<file path="src/hw/rtl/bbafd_pkg.sv">
// ---------------------------------------------------------------------------
// bbafd_pkg
// Types and constants shared by the boom/bucket angle frame decoder.
// ---------------------------------------------------------------------------
`default_nettype none

package bbafd_pkg;

  // how the stored angle was obtained
  typedef enum logic [2:0] {
    KIND_FLOAT = 3'd0,
    KIND_LE    = 3'd1,
    KIND_BE    = 3'd2,
    KIND_ZERO  = 3'd3,
    KIND_ENC   = 3'd4
  } kind_t;

  // frame source
  typedef enum logic [1:0] {
    ACT_BODY   = 2'd0,
    ACT_BOOM   = 2'd1,
    ACT_BUCKET = 2'd2,
    ACT_STEER  = 2'd3
  } action_t;

  // configuration register indexes
  localparam logic [1:0] CFG_BOOM_OFS   = 2'd0;
  localparam logic [1:0] CFG_BUCKET_OFS = 2'd1;
  localparam logic [1:0] CFG_STEER_OFS  = 2'd2;

  localparam logic [3:0]  FRAME_LEN     = 4'd8;
  // |f| <= 180.0 in float32 bits, sign removed
  localparam logic [30:0] FLOAT_MAX     = 31'h4334_0000;
  // below this exponent the rounded hundredths are always zero
  localparam logic [7:0]  EXP_MIN       = 8'd111;
  // shift minus one = 149 - exponent
  localparam logic [7:0]  SHIFT_BASE    = 8'd149;
  localparam logic [30:0] SCALE         = 31'd100;

  localparam logic signed [15:0] PITCH_LIMIT = 16'sd18000;
  localparam logic signed [18:0] REL_LIMIT   = 19'sd54000;
  localparam logic signed [18:0] STEER_LOW   = -19'sd18000;
  localparam logic signed [18:0] STEER_HIGH  = 19'sd83535;

endpackage

`default_nettype wire

</file>
<file path="src/hw/rtl/boom_bucket_angle_frame_decoder.sv">
// ---------------------------------------------------------------------------
// boom_bucket_angle_frame_decoder
// Decodes inclinometer and steering encoder frames into relative angles.
// ---------------------------------------------------------------------------
// pipeline: input register, decode, state update, result register; throughput:
//   one item per cycle while out_ready does not hold the result register
// frames with a length code other than 8 are dropped at the input register
// reset (synchronous, rst_n low): pipeline empty, pitches, encoder angle,
//   encoder flag and all offsets cleared to zero
`default_nettype none

module boom_bucket_angle_frame_decoder
  import bbafd_pkg::*;
(
  input  wire logic                clk,
  input  wire logic                rst_n,

  input  wire logic                cfg_we,
  input  wire logic [1:0]          cfg_index,
  input  wire logic [15:0]         cfg_wdata,

  input  wire logic                in_valid,
  output logic                     in_ready,
  input  wire logic [1:0]          in_action,
  input  wire logic [3:0]          in_frame_length,
  input  wire logic [63:0]         in_payload,

  output logic                     out_valid,
  input  wire logic                out_ready,
  output logic signed [16:0]       out_arm_angle,
  output logic signed [16:0]       out_bucket_angle,
  output logic signed [17:0]       out_steer_angle,
  output logic signed [18:0]       out_steer_percent,
  output logic                     out_steer_valid,
  output logic [2:0]               out_decode_kind
);

  // configuration
  logic signed [15:0] boom_ofs_r, bucket_ofs_r, steer_ofs_r;

  // state
  logic signed [15:0] body_pitch_r, boom_pitch_r, bucket_pitch_r;
  logic [15:0]        enc_raw_r;
  logic               enc_seen_r;

  // stage 0: input register
  logic               s0_valid_r;
  action_t            s0_act_r;
  logic [63:0]        s0_payload_r;

  // stage 1: decoded frame
  logic               s1_valid_r;
  action_t            s1_act_r;
  kind_t              s1_kind_r;
  logic [30:0]        s1_prod_r;
  logic [5:0]         s1_sh_r;
  logic               s1_neg_r;
  logic               s1_fzero_r;
  logic signed [15:0] s1_alt_r;
  logic [15:0]        s1_enc_r;

  // stage 2: state updated, kind carried
  logic               s2_valid_r;
  kind_t              s2_kind_r;

  // result register
  logic               out_valid_r;
  kind_t              out_kind_r;
  logic signed [16:0] out_arm_r, out_bucket_r;
  logic signed [17:0] out_steer_r;
  logic               out_seen_r;

  logic s2_ready, s1_ready, s0_ready;
  logic s0_adv, s1_adv, s2_adv;

  assign s2_ready = !out_valid_r || out_ready;
  assign s2_adv   = s2_valid_r && s2_ready;
  assign s1_ready = !s2_valid_r || s2_ready;
  assign s1_adv   = s1_valid_r && s1_ready;
  assign s0_ready = !s1_valid_r || s1_ready;
  assign s0_adv   = s0_valid_r && s0_ready;
  assign in_ready = !s0_valid_r || s0_ready;

  // ---------------- stage 0 -> 1 decode ----------------
  logic [31:0]        fbits;
  logic [7:0]         fexp;
  logic [23:0]        fman;
  logic signed [15:0] le_val, be_val;
  logic               is_float, le_ok, be_ok;
  kind_t              kind_nxt;
  logic signed [15:0] alt_nxt;
  logic [7:0]         sh_full;

  always_comb begin
    fbits    = s0_payload_r[63:32];
    fexp     = fbits[30:23];
    fman     = {1'b1, fbits[22:0]};
    sh_full  = SHIFT_BASE - fexp;
    is_float = (fbits[30:0] <= FLOAT_MAX);
    le_val   = $signed({s0_payload_r[47:40], s0_payload_r[39:32]});
    be_val   = $signed({s0_payload_r[39:32], s0_payload_r[47:40]});
    le_ok    = (le_val >= -PITCH_LIMIT) && (le_val <= PITCH_LIMIT);
    be_ok    = (be_val >= -PITCH_LIMIT) && (be_val <= PITCH_LIMIT);
    if (s0_act_r == ACT_STEER) begin
      kind_nxt = KIND_ENC;
      alt_nxt  = '0;
    end else if (is_float) begin
      kind_nxt = KIND_FLOAT;
      alt_nxt  = '0;
    end else if (le_ok) begin
      kind_nxt = KIND_LE;
      alt_nxt  = le_val;
    end else if (be_ok) begin
      kind_nxt = KIND_BE;
      alt_nxt  = be_val;
    end else begin
      kind_nxt = KIND_ZERO;
      alt_nxt  = '0;
    end
  end

  // ---------------- stage 1 -> 2 rounding and state update ----------------
  logic [30:0]        shr;
  logic [30:0]        q_full;
  logic signed [15:0] q_mag, pitch_nxt;

  always_comb begin
    shr    = s1_prod_r >> s1_sh_r;
    // round half away from zero on the magnitude
    q_full = (shr + 31'd1) >> 1;
    q_mag  = $signed(q_full[15:0]);
    if (s1_kind_r == KIND_FLOAT) begin
      if (s1_fzero_r) begin
        pitch_nxt = '0;
      end else begin
        pitch_nxt = s1_neg_r ? -q_mag : q_mag;
      end
    end else begin
      pitch_nxt = s1_alt_r;
    end
  end

  // ---------------- stage 2 -> result ----------------
  logic signed [18:0] arm_sum, bucket_sum, steer_sum;
  logic signed [18:0] arm_clip, bucket_clip, steer_clip;

  always_comb begin
    arm_sum    = 19'(boom_pitch_r) - 19'(body_pitch_r) + 19'(boom_ofs_r);
    bucket_sum = 19'(bucket_pitch_r) - 19'(boom_pitch_r) + 19'(bucket_ofs_r);
    steer_sum  = $signed({3'b000, enc_raw_r}) + 19'(steer_ofs_r);
    if (arm_sum > REL_LIMIT) begin
      arm_clip = REL_LIMIT;
    end else if (arm_sum < -REL_LIMIT) begin
      arm_clip = -REL_LIMIT;
    end else begin
      arm_clip = arm_sum;
    end
    if (bucket_sum > REL_LIMIT) begin
      bucket_clip = REL_LIMIT;
    end else if (bucket_sum < -REL_LIMIT) begin
      bucket_clip = -REL_LIMIT;
    end else begin
      bucket_clip = bucket_sum;
    end
    if (!enc_seen_r) begin
      steer_clip = '0;
    end else if (steer_sum > STEER_HIGH) begin
      steer_clip = STEER_HIGH;
    end else if (steer_sum < STEER_LOW) begin
      steer_clip = STEER_LOW;
    end else begin
      steer_clip = steer_sum;
    end
  end

  // ---------------- control registers ----------------
  always_ff @(posedge clk) begin
    if (!rst_n) begin
      s0_valid_r  <= 1'b0;
      s1_valid_r  <= 1'b0;
      s2_valid_r  <= 1'b0;
      out_valid_r <= 1'b0;
    end else begin
      if (in_ready) begin
        s0_valid_r <= in_valid && (in_frame_length == FRAME_LEN);
      end
      if (s0_ready) begin
        s1_valid_r <= s0_valid_r;
      end
      if (s1_ready) begin
        s2_valid_r <= s1_valid_r;
      end
      if (s2_ready) begin
        out_valid_r <= s2_valid_r;
      end
    end
  end

  // configuration and sensor state
  always_ff @(posedge clk) begin
    if (!rst_n) begin
      boom_ofs_r     <= '0;
      bucket_ofs_r   <= '0;
      steer_ofs_r    <= '0;
      body_pitch_r   <= '0;
      boom_pitch_r   <= '0;
      bucket_pitch_r <= '0;
      enc_raw_r      <= '0;
      enc_seen_r     <= 1'b0;
    end else begin
      if (cfg_we) begin
        unique case (cfg_index)
          CFG_BOOM_OFS:   boom_ofs_r   <= cfg_wdata;
          CFG_BUCKET_OFS: bucket_ofs_r <= cfg_wdata;
          CFG_STEER_OFS:  steer_ofs_r  <= cfg_wdata;
          default: ;
        endcase
      end
      if (s1_adv) begin
        unique case (s1_act_r)
          ACT_BODY:   body_pitch_r   <= pitch_nxt;
          ACT_BOOM:   boom_pitch_r   <= pitch_nxt;
          ACT_BUCKET: bucket_pitch_r <= pitch_nxt;
          ACT_STEER: begin
            enc_raw_r  <= s1_enc_r;
            enc_seen_r <= 1'b1;
          end
          default: ;
        endcase
      end
    end
  end

  // ---------------- payload registers ----------------
  always_ff @(posedge clk) begin
    if (in_ready) begin
      s0_act_r     <= action_t'(in_action);
      s0_payload_r <= in_payload;
    end
    if (s0_ready) begin
      s1_act_r   <= s0_act_r;
      s1_kind_r  <= kind_nxt;
      s1_prod_r  <= {7'b0, fman} * SCALE;
      s1_sh_r    <= sh_full[5:0];
      s1_neg_r   <= fbits[31];
      s1_fzero_r <= (fexp < EXP_MIN);
      s1_alt_r   <= alt_nxt;
      s1_enc_r   <= {s0_payload_r[15:8], s0_payload_r[23:16]};
    end
    if (s1_ready) begin
      s2_kind_r <= s1_kind_r;
    end
    if (s2_adv) begin
      out_kind_r   <= s2_kind_r;
      out_arm_r    <= arm_clip[16:0];
      out_bucket_r <= bucket_clip[16:0];
      out_steer_r  <= steer_clip[17:0];
      out_seen_r   <= enc_seen_r;
    end
  end

  assign out_valid         = out_valid_r;
  assign out_arm_angle     = out_arm_r;
  assign out_bucket_angle  = out_bucket_r;
  assign out_steer_angle   = out_steer_r;
  assign out_steer_percent = {out_steer_r, 1'b0};
  assign out_steer_valid   = out_seen_r;
  assign out_decode_kind   = out_kind_r;

endmodule

`default_nettype wire
</file>
<file path="config.mk">
export PLATFORM = sky130hd
export DESIGN_NAME = boom_bucket_angle_frame_decoder
export DESIGN_NICKNAME = d
export VERILOG_FILES = /design/src/hw/rtl/bbafd_pkg.sv /design/src/hw/rtl/boom_bucket_angle_frame_decoder.sv
export SDC_FILE = /design/constraint.sdc
export NUM_CORES = 1
export LEC_CHECK = 0
export BUFFER_PORTS_ARGS = -buffer_cell sky130_fd_sc_hd__buf_2
export CAP_MARGIN = 25
export CORE_AREA = 2 2 187 189
export CTS_BUF_LIST = sky130_fd_sc_hd__clkbuf_16
export CTS_CLUSTER_SIZE = 25
export DETAILED_ROUTE_END_ITERATION = 10
export DIE_AREA = 0 0 189 191
export PLACE_DENSITY_LB_ADDON = 0.25
export SETUP_SLACK_MARGIN = 0.2
export SLEW_MARGIN = 10
export SYNTH_ARGS = -nofsm -noshare
export SYNTH_HDL_FRONTEND = slang
export SYNTH_SLANG_ARGS = --single-unit
</file>
<file path="constraint.sdc">
create_clock -name clk -period 5 [get_ports clk]
set_clock_uncertainty 0.1 [all_clocks]
set_input_delay 0.5 -clock clk [delete_from_list [all_inputs] [get_ports clk]]
set_output_delay 0.5 -clock clk [all_outputs]
set_load 0.01 [all_outputs]
</file>
# After elaboration in Yosys (flattened, before gate mapping)
# Index checks and enable logic that the tools add are counted.
# Widths: inputs -> output; s select.
classes:
  add_sub_neg: 8
  multipliers: 1
  n_div: 0
  n_lt_le_gt_ge: 12
  n_eq_ne: 7
  n_shift: 1
  muxes: 11
  bitwise_logic: 1
  n_reduce_logical: 28
op_table:
  columns: ["cell", "n"]
  rows:
  - ["$mux 16", 5]
  - ["$add 17x16->18", 3]
  - ["$mux 17", 3]
  - ["$gt 18x17->1 const B", 2]
  - ["$lt 18x17->1 const B", 2]
  - ["$sub 16x16->17", 2]
  - ["$ge 16x16->1 const B", 2]
  - ["$le 16x16->1 const B", 2]
  - ["$le 31x31->1 const B", 1]
  - ["$shr 31x6->17", 1]
  - ["$mul 24x5->29 const B", 1]
  - ["$gt 18x18->1 const B", 1]
  - ["$lt 18x16->1 const B", 1]
  - ["$mux 18", 1]
  - ["$add 17x1->17 const B", 1]
  - ["$neg 16->16", 1]
  - ["$reduce_and 2->1", 7]
  - ["$eq 2x2->1 const B", 4]
  - ["$lt 8x7->1 const B", 1]
  - ["$reduce_or 2->1", 4]
  - ["$sub 5x6->6 const A", 1]
  - ["$logic_and 1x1->1", 5]
  - ["$eq 2x1->1 const B", 2]
  - ["$eq 4x4->1 const B", 1]
  - ["8 further kinds", 15]
word_totals:
  reg_bits: 316
  latchBits: 0
  ram_bits: 0
  mem_bits_ro: 0
  output_inout_bits: 77
  elab_cells: 102
  n_memories: 0

# Depth between registers and ports, before layout
# Gate-level depths: netlist (run 1).
logic_depth:
  ltp_word: 6
  ltp_mapped: 18
  depth_no_buf: 18

# Worst setup path after synthesis (run 1)
# OpenSTA, ideal clock, no wires.
synth_timing:
  path_type: "reg-to-reg"
  startpoint: "reg boom_ofs_r[1]"
  endpoint: "reg out_arm_r[10], in the netlist out_arm_angle[10], data pin"
  setup_ns: 0.272
  arrival_ns: 4.027
  setup_slack_ns: 0.601
  path_stages_with_launch: 16
  cell_sequence: "dfxtp_1 -> inv_1 -> fa_1 -> inv_1 -> ha_1 -> a21o_1 -> a21oi_1 -> o21ai_0 -> a21oi_1 -> o21ai_0 -> a311oi_1 -> nor3_1 -> a211o_1 -> a31oi_1 -> nor3_1 -> or4_1"
synth_between:
  elab_chain_len: 3
synth_rtl:
  columns: ["element", "line_no", "text"]
  rows:
  - ["start, declared", "boom_bucket_angle_frame_decoder.sv:39", "logic signed [15:0] boom_ofs_r, bucket_ofs_r, steer_ofs_r;"]
  - ["start signal, assigned", "boom_bucket_angle_frame_decoder.sv:213", "CFG_BOOM_OFS: boom_ofs_r <= cfg_wdata;"]
  - ["$add 17x16->18 (*)", "boom_bucket_angle_frame_decoder.sv:148", "arm_sum = 19'(boom_pitch_r) - 19'(body_pitch_r) + 19'(boom_ofs_r);"]
  - ["$lt 18x17->1", "boom_bucket_angle_frame_decoder.sv:153", "end else if (arm_sum < -REL_LIMIT) begin"]
  - ["$mux 17", "boom_bucket_angle_frame_decoder.sv:153", null]
  - ["end signal, assigned", "boom_bucket_angle_frame_decoder.sv:255", "out_arm_r <= arm_clip[16:0];"]
  - ["end, declared", "boom_bucket_angle_frame_decoder.sv:69", "logic signed [16:0] out_arm_r, out_bucket_r;"]
# Mark *: on every way between the ends. The rest lies on a longest branch, timed or not.
# A chain may end at the register's enable or synchronous reset.

# Worst setup path in the final report (run 1)
layout_timing:
  startpoint: "reg s1_sh_r[0]"
  endpoint: "reg bucket_pitch_r[15]"
layout_between:
  elab_chain_len: 6
layout_rtl:
  columns: ["element", "line_no", "text"]
  rows:
  - ["start, declared", "boom_bucket_angle_frame_decoder.sv:56", "logic [5:0] s1_sh_r;"]
  - ["start signal, assigned", "boom_bucket_angle_frame_decoder.sv:244", "s1_sh_r <= sh_full[5:0];"]
  - ["$shr 31x6->17 (*)", "boom_bucket_angle_frame_decoder.sv:128", "shr = s1_prod_r >> s1_sh_r;"]
  - ["$add 17x1->17 (*)", "boom_bucket_angle_frame_decoder.sv:130", "q_full = (shr + 31'd1) >> 1;"]
  - ["$neg 16->16", "boom_bucket_angle_frame_decoder.sv:136", "pitch_nxt = s1_neg_r ? -q_mag : q_mag;"]
  - ["$mux 16 (*)", "boom_bucket_angle_frame_decoder.sv:136", null]
  - ["$mux 16 (*)", "boom_bucket_angle_frame_decoder.sv:133", "if (s1_fzero_r) begin"]
  - ["$mux 16 (*)", "boom_bucket_angle_frame_decoder.sv:132", "if (s1_kind_r == KIND_FLOAT) begin"]
  - ["end signal, assigned", "boom_bucket_angle_frame_decoder.sv:223", "ACT_BUCKET: bucket_pitch_r <= pitch_nxt;"]
  - ["end, declared", "boom_bucket_angle_frame_decoder.sv:42", "logic signed [15:0] body_pitch_r, boom_pitch_r, bucket_pitch_r;"]
# Marks and branches as above.

==> flow_metrics.tcl, run 1 <==
set metrics [dict create \
    status "finished, final reports clean" \
    finalMaxSlewViolations 0 \
    dr.first_iter.drc_count 1532 \
    r2r_cells 18 \
    p_leak_uw 0.00991 \
    synth.area.top_cells "edfxtp_1 27%, dfxtp_1 11%, ha_1 9.9%" \
    crit_arrival_ns 4.99 \
    syn_area_um2 20500 \
    syn_inst 2148 \
    worstPathRequired_ns 5.37 \
    ys_seq_area_share_pct 38.2 \
    avgSynthCellArea_um2 9.56 \
    crit_type "reg -> reg" \
    min-delay-start "in_payload[63]" \
    synth_flop_cell "edfxtp_1" \
    num_rows 68 \
    final_antenna_net_count 0 \
    clockPowerShare_pct 29.5 \
    worstReg2RegStart "s1_sh_r[0]" \
    path_clk_slew_ns 0.06 \
    r2r_setup_slack_ns 0.39 \
    rsz0062_at_grt "no" \
    yosys.area.top_type_share_pct 26.8 \
    fill_cells 2631 \
    fin_area_um2 23500 \
    cts_buffers 31 \
    switching_share_pct 34.0 \
    dr.pass1.iters 6 \
    grt_first_pass_wirelength_um 82700 \
    setup_viol 0 \
    drc 0 \
    layout.cells.non_filler 2825 \
    dr_total_vias 16786 \
    root_buffer "clkbuf_16" \
    hold_depth 1 \
    synth-edff-count 183 \
    p_switching_uw 2840 \
    final_core_util_pct 69.0 \
    worstSkewPairLatency_ns 0.60 \
    worst_ir_drop_vdd_mv 0.300 \
    p_per_area_nw_per_um2 355 \
    reg2reg_to "bucket_pitch_r[15]" \
    power_frac_seq_pct 37.0 \
    portBuffers 152 \
    fp.dieH_um 191 \
    layout_min_cycle_time_ns 4.61 \
    antenna_found_initial 0 \
    end_kind "flip-flop" \
    worst_slew_pin_slew_ns 0.947 \
    fin_crit_sh_pct 92.3 \
    dp.cells 2706 \
    wl_per_cell_um 18.7 \
    yosysTopAreaCell "edfxtp_1" \
    grt_pass1_vias 15974 \
    via_per_inst 5.94 \
    fin_tns_setup_ns 0 \
    synth-seq-cells 300 \
    async_reset_ff_share_pct 0 \
    whs_ns 0.0407 \
    p_int_uw 5510 \
    start_kind "flip-flop" \
    fp.dieW_um 189 \
    clock_sinks 300 \
    final_hold_viol_count 0 \
    routabilityCongestion 0.959 \
    dp.final_hpwl_um 39200 \
    ys_warn_count 0 \
    min_path_type "in -> reg" \
    ioPinCount 170 \
    cts_max_level 1 \
    synth_cell_types 104 \
    cts_tree "yes" \
    num-nets-final 2652 \
    start_util_pct 60.2 \
    clockBufferDepth 3 \
    diodes 0 \
    holdPathEnd "s0_payload_r[63]" \
    slew_headroom_pct 36.9 \
    fp.coreArea_um2 34100 \
    syn2layout_area_growth_pct 14.7 \
    maxCapViolations 0 \
    overflow 0 \
    path_max_fanout 18 \
    grtUsageTotal_pct 28.6 \
    dpl_cell_area_um2 21800 \
    die_area_um2 36100 \
    drive_gt1_share_pct 14.8 \
    routed_wirelength_um 52800 \
    fmax_ghz 0.217 \
    power_frac_comb_pct 33.5 \
    grt_max_degree 75 \
    syn_nets 2455 \
]
[placed cells by master, fill, tap and decap left out, drive strengths merged, types with 31 or more instances in the layout]
| cell | count |
|---|---|
| xnor2 | 50 |
| dfxtp | 117 |
| nor3 | 31 |
| buf | 212 |
| edfxtp | 183 |
| o21ai | 87 |
| xor2 | 32 |
| a21oi | 178 |
| dlygate4sd3 | 49 |
| inv | 280 |
| clkbuf | 33 |
| nor2 | 97 |
| nand3 | 52 |
| fa | 51 |
| nand2 | 228 |
| ha | 163 |
| a211oi | 43 |
[state kept, by name, indices dropped and copies added, names as in the netlist, 17 cells and up]
register / flops
s0_payload_r: 48
out_bucket_angle: 17
s1_prod_r: 29
out_steer_angle: 18
out_arm_angle: 17
[power groups by stage]
stage	logic (uW)	clock network, uW	registers (uW)
finish	2790	2460	3090
global placement	2550	0	3130
detailed placement	2610	0	3130
floorplan	1970	0	3030
global route	3050	2580	3110
CTS	2660	2490	3080
[metal layers]
metal	wire, um	vias to the layer above	global-route usage (%)
li1	-	8039	-
met4	1060	0	7.00
met3	3420	78	4.08
met1	22600	8077	38.2
met5	0	-	0
met2	25800	592	49.1
[final cells by class]
class | count | area, um2 | area share (%)
multi-input cells | 1472 | 11300 | 47.9
well taps | 455 | 569 | 2.42
repair buffers | 263 | 1740 | 7.40
flip-flops and latches | 300 | 7840 | 33.3
clock inverters | 27 | 303 | 1.29
clock buffers | 31 | 776 | 3.29
inverters | 277 | 1040 | 4.42
[worst max-delay path, cell delays in order (launching register included)]
cell	delay, ns
edfxtp_1	0.43
buf_12	0.19
buf_4	0.19
mux2i_1	0.15
o21ai_0	0.30
mux4_2	0.34
a32o_1	0.22
ha_1	0.24
buf_4	0.14
inv_1	0.05
a41oi_2	0.28
buf_4	0.18
and3_1	0.19
nand4_1	0.12
xnor2_1	0.25
or3b_1	0.42
a221o_1	0.33
nor3_2	0.24
a21oi_1	0.12
[worst max path at each step]
stage / startpoint / end / slack [ns] / cells past startpoint
after CTS: s1_sh_r[0] / boom_pitch_r[12] / 0.23 / 16
after global routing: s1_sh_r[0] / boom_pitch_r[12] / 0.18 / 16
final: s1_sh_r[0] / bucket_pitch_r[15] / 0.39 / 18
after global placement: s1_sh_r[0] / body_pitch_r[12] / 0.33 / 16
after floorplan: boom_ofs_r[1] / out_arm_angle[10] / 0.60 / 15
after detailed placement: s1_sh_r[0] / boom_pitch_r[12] / 0.18 / 16
[kinds of logic (layout without fill, tap and decap cells)]
group / Yosys count / in the layout / share of synthesized area, %
other cells: 1 / 1 / 0.0183
fa+ha+maj: 215 / 215 / 15.0
xor+xnor: 82 / 82 / 3.53
buf+inv: 376 / 598 / 7.61
simple gates: 576 / 576 / 13.7
mux: 74 / 74 / 5.40
compound gates: 524 / 524 / 16.6
flops: 300 / 300 / 38.2
[stage by stage]
stage	total power, uW	worst slack (ns)
floorplan	5000	0.601
global placement	5680	0.329
detailed placement	5740	0.180
CTS	8240	0.229
global route	8740	0.181
finish	8350	0.386
[cell usage after synthesis, types with 41 or more instances]
cell,n
nor2_1,97
a21oi_1,177
ha_1,163
a211oi_1,41
dfxtp_1,117
nand3_1,51
edfxtp_1,183
clkbuf_1,62
fa_1,51
xnor2_1,49
inv_1,273
o21ai_0,83
nand2_1,228
[repair_timing]
item | 4_1_cts | 5_1_grt
endpoints found under the hold margin | 49 | 0
pin swaps | 0 | 1
resized for setup | 1 | 28
buffers inserted | 0 | 7
gates cloned | 0 | 1
endpoints found under the setup margin | 3 | 64
hold buffers | 49 | 0
Note: power is estimated with default switching activity, not from simulation.
==> inputs of run 2 (changes only) <==
CELL_PAD_IN_SITES_DETAIL_PLACEMENT = 0   (was default)
CELL_PAD_IN_SITES_GLOBAL_PLACEMENT = 2   (was default)
CORE_AREA = 2 2 233 235   (was 2 2 187 189)
DIE_AREA = 0 0 235 237   (was 0 0 189 191)
==> run 2 against run 1 <==
Net effect:
- design area rose by 2.8%
- non-clock buffer count rose by 23
- sequential share of layout area fell by 0.92 points
- power rose by 3.3%
- worst setup slack improved by 0.085 ns
- combinational power rose by 4%
- count of clock-buffer cells in the layout rose by 8
- cell count rose by 9.7%
- die area rose by 54%
- critical path type unchanged
==> flow_metrics.tcl, run 2 (synthesis gave the netlist of run 1 again) <==
set metrics [dict create \
    fp.dieH_um 237 \
    slowest_delay_ns 0.52 \
    crit_type "reg -> reg" \
    drc 0 \
    antenna_found_initial 1 \
    dr.first_iter.drc_count 894 \
    dr_total_vias 16332 \
    drive_gt1_share_pct 16.1 \
    p_leak_uw 0.0101 \
    num-nets-final 2681 \
    path_clk_slew_ns 0.06 \
    die_area_um2 55700 \
    fp.dieW_um 235 \
    worst_slew_pin_slew_ns 0.902 \
    dp.final_hpwl_um 44600 \
    worstSkewPairLatency_ns 0.58 \
    dpl_cell_area_um2 22300 \
    finalMaxSlewViolations 0 \
    syn2layout_area_growth_pct 17.9 \
    mostFrequentLayoutCell "inv_1" \
    clock_sinks 300 \
    via_per_inst 5.27 \
    portBuffers 152 \
    status "finished, final reports clean" \
    switching_share_pct 34.2 \
    p_per_area_nw_per_um2 356 \
    start_util_pct 38.5 \
    p_switching_uw 2950 \
    grtUsageTotal_pct 20.6 \
    final_antenna_net_count 0 \
    maxCapViolations 0 \
    cts_tree "yes" \
    start_kind "flip-flop" \
    overflow 0 \
    crit_arrival_ns 4.92 \
    root_buffer "clkbuf_16" \
    crit_path_top_delay_cell "nor4b_4" \
    largest_reg_flops 48 \
    num_rows 85 \
    final_core_util_pct 45.5 \
    routabilityCongestion 0.887 \
    critPathTopFamily "simple AND/OR/NAND/NOR gates" \
    grt_first_pass_wirelength_um 90900 \
    min_path_type "in -> reg" \
    fin_tns_setup_ns 0 \
    top_register "s0_payload_r" \
    path_max_fanout 9 \
    path_buf_inv 4 \
    cts_max_level 2 \
    fin_crit_sh_pct 90.6 \
    power_frac_comb_pct 33.5 \
    worst_ir_drop_vdd_mv 0.204 \
    fin_area_um2 24200 \
    fmax_ghz 0.221 \
    setup_viol 0 \
    layout_common_cells "286 x inv_1, 227 x nand2_1, 183 x edfxtp_1" \
    layout_min_cycle_time_ns 4.53 \
    grt_max_degree 55 \
    grt_pass1_vias 16395 \
    clockPowerShare_pct 30.8 \
    ioPinCount 170 \
    clockBufferDepth 3 \
    slew_headroom_pct 39.9 \
    cts_buffers 37 \
    rsz0062_at_grt "yes" \
    worstPathCellList "buf_4 -> clkinv_1 -> and2_1 -> o31a_1 -> o211a_1 -> nor4b_4 -> nor4b_2 -> a21boi_0 -> or3b_1 -> buf_4 -> nor4_2 -> nor3_2 -> buf_4 -> a21oi_1" \
    routed_wirelength_um 57600 \
    p_int_uw 5670 \
    end_kind "flip-flop" \
    final_hold_viol_count 0 \
    diodes 0 \
    power_frac_seq_pct 35.7 \
    critPathMostFrequentCell "buf_4" \
    wl_per_cell_um 18.6 \
    worstPathRequired_ns 5.39 \
    dr.pass1.iters 5 \
    fp.coreArea_um2 53300 \
]
==> run 2: cell types whose count changed in the layout (fill, tap and decap cells not counted), sizes merged <==
cell,before,now
buf,212,238
inv,280,291
clkbuf,33,39
bufinv,6,2
clkinv,14,11
clkinvlp,4,2
dlygate4sd3,49,47
dlymetal6s2s,0,1
==> run 2: metal layers <==
layer	up-vias	routed length (um)	share of wire, %	global-route usage (%)
met5	-	13	0.023	0
met4	2	1640	2.8	6.33
met3	94	2250	3.9	3.18
met2	333	28200	49	35.7
met1	7811	25500	44	26.4
li1	8092	-	-	-
==> run 2: final cells by class <==
type / instances / area [um2]
flip-flops and latches: 300 / 7840
inverters: 277 / 1040
clock inverters: 29 / 239
fillers: 5231 / 29100
well taps: 696 / 871
clock buffers: 39 / 976
multi-input cells: 1472 / 11300
repair buffers: 286 / 1930
==> run 2: worst paths after layout <==
check                        start            endpoint  slack (ns)  cells past startpoint
setup / recovery        s1_sh_r[2]  bucket_pitch_r[15]        0.47                     14
hold reg to reg   s0_payload_r[17]         s1_enc_r[1]        0.32                      0
hold / removal      in_payload[17]    s0_payload_r[17]        0.03                      1
setup reg to reg        s1_sh_r[2]  bucket_pitch_r[15]        0.47                     14
==> run 2: repair_timing <==
item,4_1_cts,5_1_grt
gates resized for setup,1,30
pin swaps,0,1
setup endpoints to repair,16,65
endpoints found under the hold margin,47,0
hold buffers,47,0
setup buffers,6,0
==> run 2: metrics by stage <==
step	setup slack, ns	instances	hold WS [ns]	total power [uW]
after global routing	0.162	3099	0.00435	9160
after global placement	0.171	2974	0.304	5880
after floorplan	0.601	2148	0.300	5000
after detailed placement	0.0843	2975	0.305	5890
final	0.471	3099	0.0346	8630
after CTS	0.204	3096	0.0176	8650
==> run 2: power groups by stage <==
| stage | clock [uW] | sequential (uW) | combinational (uW) |
|---|---|---|---|
| after floorplan | 0 | 3030 | 1970 |
| after global placement | 0 | 3120 | 2760 |
| after detailed placement | 0 | 3130 | 2760 |
| after CTS | 2750 | 3070 | 2820 |
| after global routing | 2850 | 3110 | 3200 |
| final | 2660 | 3080 | 2890 |
==> inputs of run 3 (changes only) <==
BUFFER_PORTS_ARGS = -buffer_cell sky130_fd_sc_hd__buf_4   (was -buffer_cell sky130_fd_sc_hd__buf_2)
TNS_END_PERCENT = 100   (was default)
==> run 3 against run 2 <==
Net effect:
- hold slack worse by 0.0080 ns
- sequential cell count unchanged
- first-iteration DRC count is 4.4% higher
- sequential power hardly changed
- clock power decreased by 6%
- maximum frequency shrank 2.3%
- global-route usage barely moved
- non-clock buffer count shrank 11
- largest power group unchanged
==> flow_metrics.tcl, run 3 (synthesis gave the netlist of run 1 again) <==
set metrics [dict create \
    path_max_fanout 10 \
    fmax_ghz 0.216 \
    layout_min_cycle_time_ns 4.63 \
    grt_max_degree 57 \
    grt_pass1_vias 16186 \
    layout_common_cells "279 x inv_1, 227 x nand2_1, 225 x buf_4" \
    drive_gt1_share_pct 16.1 \
    ioPinCount 170 \
    p_leak_uw 0.0101 \
    p_per_area_nw_per_um2 347 \
    min_path_type "in -> reg" \
    p_switching_uw 2960 \
    crit_path_top_delay_cell "mux4_1" \
    dp.cells 2964 \
    routed_wirelength_um 58100 \
    start_kind "flip-flop" \
    r2r_cells 14 \
    fin_crit_sh_pct 92.7 \
    worstSkewPairLatency_ns 0.57 \
    seqCellArea_um2 7840 \
    final_hold_viol_count 0 \
    cts_max_level 2 \
    num-nets-final 2669 \
    via_per_inst 5.30 \
    final_antenna_net_count 0 \
    largest_reg_flops 48 \
    switching_share_pct 34.9 \
    layout.cells.non_filler 3086 \
    top_usage_layer "met2" \
    clockBufferDepth 3 \
    fp.coreArea_um2 53300 \
    fp.dieW_um 235 \
    root_buffer "clkbuf_16" \
    routabilityCongestion 0.895 \
    rsz0062_at_grt "no" \
    crit_type "reg -> reg" \
    fill_cells 5207 \
    clockPowerShare_pct 29.6 \
    clock_sinks 300 \
    mostFrequentLayoutCell "inv_1" \
    r2r_setup_slack_ns 0.37 \
    diodes 0 \
    dp.final_hpwl_um 44500 \
    finalMaxSlewViolations 0 \
    crit_arrival_ns 4.95 \
    antenna_found_initial 1 \
    worstPathCellList "buf_12 -> buf_6 -> mux4_1 -> a32o_1 -> a221oi_1 -> a21oi_1 -> nand2_1 -> nand4bb_1 -> xor2_1 -> nor4b_2 -> a21boi_0 -> nor3_4 -> buf_6 -> a21oi_1" \
    power_frac_comb_pct 34.0 \
    grtUsageMet1_pct 26.3 \
    wl_per_cell_um 18.8 \
    fin_tns_setup_ns 0 \
    use_met2_pct 35.6 \
    hold_depth 1 \
    worst_ir_drop_vdd_mv 0.234 \
    num_rows 85 \
    path_buf_inv 3 \
    p_int_uw 5520 \
    die_area_um2 55700 \
    grt_first_pass_wirelength_um 90500 \
    worst_slew_pin_slew_ns 0.855 \
    maxCapViolations 0 \
    portBuffers 152 \
    multi_input_area_um2 11300 \
    dr.pass1.iters 6 \
    slew_headroom_pct 42.8 \
    path_clk_slew_ns 0.06 \
    overflow 0 \
    slowest_delay_ns 0.67 \
    critPathTopFamily "compound AO/OA/AOI/OAI gates" \
    end_kind "flip-flop" \
    dr_total_vias 16364 \
    setup_viol 0 \
    cts_buffers 36 \
    dr.first_iter.drc_count 933 \
    status "finished, final reports clean" \
    crit_cells 14 \
    power_uw 8480 \
    grtUsageTotal_pct 20.5 \
    use_met3_pct 3.11 \
    drc 0 \
    top_register "s0_payload_r" \
    worstPathRequired_ns 5.31 \
    power_frac_seq_pct 36.4 \
    start_util_pct 38.5 \
    fp.dieH_um 237 \
    cts_tree "yes" \
    final_core_util_pct 45.9 \
    syn2layout_area_growth_pct 19.0 \
]
[run 3: through the flow]
stage                     area, um2  setup slack (ns)  hold WS [ns]
after global routing          24400             0.221       0.00374
after floorplan               20500             0.601         0.300
final                         24400             0.365        0.0266
after detailed placement      22600            0.0591         0.306
after CTS                     24200             0.200      0.000265
after global placement        22600             0.106         0.304
[run 3: final timing paths]
kind / start / to
worst min-delay path: in_payload[37] / s0_payload_r[37]
worst max register to register: s1_sh_r[0] / body_pitch_r[15]
worst max-delay path: s1_sh_r[0] / body_pitch_r[15]
worst min register to register: s0_payload_r[11] / s1_enc_r[11]
[run 3: repair_timing]
action	4_1_cts	5_1_grt
resized for setup	4	38
gates cloned	0	2
setup endpoints to repair	18	56
buffers inserted	2	5
hold buffers	43	1
hold endpoints to repair	43	1
pin swaps	0	8
[run 3: layout make-up]
cell class / instances / share of cell area (%)
inverters: 277 / 4.27
flip-flops and latches: 300 / 32.1
well taps: 696 / 3.56
multi-input cells: 1472 / 46.3
clock inverters: 30 / 0.886
repair buffers: 275 / 9.18
clock buffers: 36 / 3.69
[run 3: power groups by stage]
stage,clock [uW],sequential (uW),combinational [uW]
after floorplan,0,3030,1970
after global placement,0,3130,2730
after detailed placement,0,3140,2730
after CTS,2590,3080,2800
after global routing,2680,3110,3190
final,2510,3090,2890
[run 3: layer usage]
layer  share of wire, %  wire length [um]
met5              0.021                12
met3                4.0              2320
met2                 49             28400
met4                2.7              1570
met1                 44             25800
